==> config.mk <==
export PLATFORM = sky130hd
export DESIGN_NAME = gcns_ram
export DESIGN_NICKNAME = d
export VERILOG_FILES = /design/src/rtl/core/gcns_ram.sv
export SDC_FILE = /design/constraint.sdc
export NUM_CORES = 2
export LEC_CHECK = 0
export BUFFER_PORTS_ARGS = -buffer_cell sky130_fd_sc_hd__buf_2
export CORE_MARGIN = 10
export CORE_UTILIZATION = 45
export CTS_CLUSTER_DIAMETER = 50
export DETAILED_ROUTE_END_ITERATION = 6
export GPL_ROUTABILITY_DRIVEN = 0
export PLACE_DENSITY = 0.64
export REMOVE_ABC_BUFFERS = 1
export SLEW_MARGIN = 10
export SYNTH_ARGS = -nofsm -noshare
export SYNTH_HDL_FRONTEND = slang
export SYNTH_SLANG_ARGS = --single-unit
==> constraint.sdc <==
create_clock -name clk -period 1.87 [get_ports clk]
set_input_delay 0 -clock clk [delete_from_list [all_inputs] [get_ports clk]]
set_output_delay 0 -clock clk [all_outputs]
set_load 0.05 [all_outputs]
==> src/rtl/core/gcns_ram.sv <==
// Generic single write port, single read port RAM with registered read data.
module gcns_ram #(
  parameter int WIDTH = 8,
  parameter int DEPTH = 256
) (
  input  logic                     clk,
  input  logic                     we,
  input  logic [$clog2(DEPTH)-1:0] waddr,
  input  logic [WIDTH-1:0]         wdata,
  input  logic [$clog2(DEPTH)-1:0] raddr,
  output logic [WIDTH-1:0]         rdata
);

  logic [WIDTH-1:0] mem [DEPTH];

  // Write port and registered read port.
  always_ff @(posedge clk) begin
    if (we) begin
      mem[waddr] <= wdata;
    end
    rdata <= mem[raddr];
  end

endmodule

==> flow_metrics.env <==
export IMPL_run_status="complete, but fails checks"
export IMPL_violations="negative setup slack"
export IMPL_setup_ws_ps=-311
export IMPL_arrival_ps=2880
export IMPL_whs_ps=22.1
export IMPL_post_drt_wl_per_cell_um=29.1
export IMPL_synth_seq_cells=2056
export IMPL_synth_compound_gate_area_share=0.0342
export IMPL_setup_viol=8
export IMPL_fin_crit_ps=2180
export IMPL_post_cts_buffers=0
export IMPL_syn_area_per_cell_um2=21.3
export IMPL_cp_cell_sequence="mux4_2 > mux4_2 > nor2_4 > a2111oi_4 > nor3_4 > nor4_1"
export IMPL_worst_r2r_cell_count=6
export IMPL_drt_pass1_iter_count=5
export IMPL_drc_errors=0
export IMPL_max_freq_mhz=458
export IMPL_avgViaCountPerCell=5.87
export IMPL_p_clk_frac=0.413
export IMPL_place_hpwl_mm=134
export IMPL_crit_path_max_fanout=1
export IMPL_cts_buffers_inserted=205
export IMPL_whs_path_depth=5
export IMPL_clock_sinks=2056
export IMPL_powerDensity_mw_per_mm2=1010
export IMPL_critPathRequiredTime_ps=2570
export IMPL_vias=41300
export IMPL_synth_fa_ha_area_frac=0
export IMPL_clkLatencyLatePin_ps=840
export IMPL_crit_slowest_cell="mux4_2"
export IMPL_maxCapViolCount=0
export IMPL_synthDistinctLibCells=55
export IMPL_synthMuxAreaShare=0.146
export IMPL_grt_overflow=0
export IMPL_grt_max_degree=94
export IMPL_drv_slew=0
export IMPL_die_w_um=440
export IMPL_switching_share=0.217
export IMPL_cp_start_kind="register"
export IMPL_synthArstFlopShare=0
export IMPL_drive_gt1_frac=0.349
export IMPL_finalHoldViolCount=0
export IMPL_hold_start="raddr[4]"
export IMPL_hold_end="rdata[1]"
export IMPL_cp_end_kind="register"
export IMPL_dp_slack_ps=-1360
export IMPL_antenna_found_initial=10
export IMPL_clk_pin_slew_ps=60
export IMPL_hp_class="in -> reg"
export IMPL_io_pins=34
export IMPL_clock_skew_ps=42.2
export IMPL_cellLeakagePower_nw=31.2
export IMPL_worstMarginPinSlew_ps=1030
export IMPL_ir_drop_mv=0.693
export IMPL_port_buffer_count=33
export IMPL_path_buf_inv=0
export IMPL_htreeDepth=4
export IMPL_synthToLayoutAreaGrowth_pct=20.2
export IMPL_initial_core_util=0.452
export IMPL_fin_crit_sh=1.17
export IMPL_synthCells=3733
export IMPL_nNetsFinal=4547
export IMPL_yosys_warnings=0
export IMPL_drtIter0Drc=4789
export IMPL_switching_power_mw=20.9
export IMPL_cp_depth=6
export IMPL_grt_pass1_vias=42000
export IMPL_chipHeight_um=440
export IMPL_crit_type="reg -> reg"
export IMPL_comb_power_share=0.060
export IMPL_grtUsageTotal=0.211
export IMPL_grt_pass1_wl_mm=299
export IMPL_ff2ff_setup_slack_ps=-310
export IMPL_fillers=13200
export IMPL_max_stage_delay_ps=520
export IMPL_num_rows=154
export IMPL_r2r_end="rdata[7]"
export IMPL_ys_seq_area_frac=0.775
export IMPL_slew_headroom=0.314
export IMPL_synth_top_family_by_area="multiplexers"
export IMPL_p_int_mw=75.6
export IMPL_drt_antenna_violating_nets=0
export IMPL_cts_max_path_buffers=3
export IMPL_dieArea_mm2=0.194
export IMPL_cts_tree="done"
export IMPL_synth_flop_cell="edfxtp_1"
export IMPL_cp_common_cell="mux4_2"
export IMPL_synthXorXnorAreaFrac=0
export IMPL_core_area_mm2=0.176
export IMPL_wirelength_mm=205
export IMPL_syn_cell_area_mm2=0.0796
export IMPL_synth_edf_count=2048
export IMPL_crit_family="multiplexers"
export IMPL_seqPwrFrac=0.527
export IMPL_root_buffer="clkbuf_16"
export IMPL_r2r_start="mem[139][7]"
export IMPL_rsz0062_at_grt="yes"
export IMPL_synth_simple_area_share=0.0263
[layout by cell type, fill, tap and decap left out, types with 9 or more instances in the layout]
| master | instances |
|---|---|
| a211oi_1 | 9 |
| a21oi_1 | 90 |
| a22oi_1 | 120 |
| a22oi_2 | 13 |
| buf_12 | 96 |
| buf_2 | 21 |
| buf_4 | 666 |
| buf_8 | 10 |
| bufinv_16 | 14 |
| clkbuf_1 | 47 |
| clkbuf_16 | 206 |
| clkinv_1 | 42 |
| clkinv_2 | 38 |
| dlygate4sd3_1 | 18 |
| edfxtp_1 | 2048 |
| mux2i_1 | 134 |
| mux4_2 | 455 |
| nand2_1 | 33 |
| nand3_1 | 34 |
| nand4_1 | 10 |
| nor2_1 | 276 |
| nor2b_1 | 22 |
| nor3_1 | 12 |
| nor4_1 | 9 |
| nor4_2 | 10 |
| o211ai_1 | 10 |
| o21ai_0 | 10 |
| o221ai_1 | 46 |
| o22ai_1 | 28 |
[logic make-up after synthesis]
group,after synthesis
flops,2056
mux,591
simple gates,466
buf+inv,235
compound gates,385
[routing by layer]
metal  global-route usage  vias up  share of wire
li1                     -    17300              -
met1                0.294    21800           0.40
met2                0.337     1856           0.48
met3               0.0374      330          0.078
met4               0.0721        2          0.034
met5                    0        -       0.000064
[cell type report]
cell class	count	area [um2]	share of cell area
flip-flops and latches	2056	61700	0.645
multi-input cells	1442	17100	0.178
repair buffers	814	7390	0.0773
clock buffers	257	5390	0.0563
well taps	2340	2930	0.0306
clock inverters	123	1180	0.0124
diodes	5	12.5	0.000131
inverters	2	7.51	0.0000785
[worst max path at each step]
stage	start	end	slack, ps
final	mem[139][7]	rdata[7]	-310
after global routing	mem[139][7]	rdata[7]	-370
after CTS	mem[66][0]	rdata[0]	-360
after detailed placement	raddr[0]	rdata[7]	-1360
after global placement	raddr[0]	rdata[6]	-1500
after floorplan	raddr[2]	rdata[6]	-540
[cells in the mapped netlist (2+ instances only)]
cell / number / share of area
a2111oi_0: 2 / 0.00022
a2111oi_1: 2 / 0.00025
a211oi_1: 16 / 0.0015
a21oi_1: 96 / 0.0060
a221oi_1: 13 / 0.0014
a22o_1: 8 / 0.00088
a22oi_1: 133 / 0.013
a311oi_1: 2 / 0.00022
a31oi_1: 2 / 0.00016
and2_1: 6 / 0.00047
and3b_1: 2 / 0.00022
buf_1: 22 / 0.0010
buf_12: 8 / 0.0020
buf_2: 31 / 0.0020
buf_4: 27 / 0.0025
buf_6: 21 / 0.0030
buf_8: 13 / 0.0025
clkbuf_1: 111 / 0.0052
dfxtp_1: 8 / 0.0020
edfxtp_1: 2048 / 0.77
mux2i_1: 134 / 0.017
mux4_1: 2 / 0.00066
mux4_2: 454 / 0.13
nand2_1: 33 / 0.0016
nand2b_1: 8 / 0.00063
nand3_1: 34 / 0.0021
nand3b_1: 2 / 0.00019
nand4_1: 10 / 0.00079
nor2_1: 282 / 0.013
nor2b_1: 31 / 0.0024
nor3_1: 22 / 0.0014
nor4_1: 24 / 0.0019
nor4_2: 3 / 0.00047
o211ai_1: 10 / 0.00094
o21ai_0: 10 / 0.00063
o21ai_1: 2 / 0.00013
o221ai_1: 46 / 0.0051
o22a_1: 5 / 0.00055
o22ai_1: 28 / 0.0022
o32ai_1: 4 / 0.00044
or2_2: 4 / 0.00031
[metrics by stage]
step / instance area, um2 / total power, mW / setup TNS (ps) / std cells / util
after floorplan: 78100 / 53.7 / -3980 / 3500 / -
after detailed placement: 88300 / 57.4 / -9310 / 6640 / 0.502
after CTS: 95400 / 97.2 / -2170 / 7035 / 0.543
after global placement: 88300 / 57.4 / -9480 / 6640 / 0.502
final: 95600 / 96.6 / -1910 / 7039 / 0.544
after global routing: 95600 / 99.4 / -2330 / 7037 / 0.544
[timing repair]
| item | 4_1_cts | 5_1_grt |
|---|---|---|
| hold endpoints to repair | 2388 | 0 |
| pin swaps | 28 | 25 |
| resized for setup | 74 | 33 |
| setup endpoints to repair | 9 | 12 |
| hold buffers | 18 | 0 |
| cloned | 0 | 0 |
[sequential cells by signal, indices dropped and copies added (netlist names)]
signal and count:
rdata 8, mem 2048
[power groups by stage]
stage          clock network (mW)  logic (mW)  registers (mW)
6_report                     39.9        5.75            50.9
3_5_place_dp                    0        5.55            51.9
2_1_floorplan                   0        1.78            51.9
3_3_place_gp                    0        5.49            51.9
5_1_grt                      42.4        6.05            50.9
4_1_cts                      40.5        5.73            50.9
[worst min-delay path, cell delays in order]
cell,delay (ps)
buf_2,120
buf_4,280
a2111oi_2,100
nor3_4,230
nor4_2,50
No activity file was read; power rests on OpenSTA's default activity.
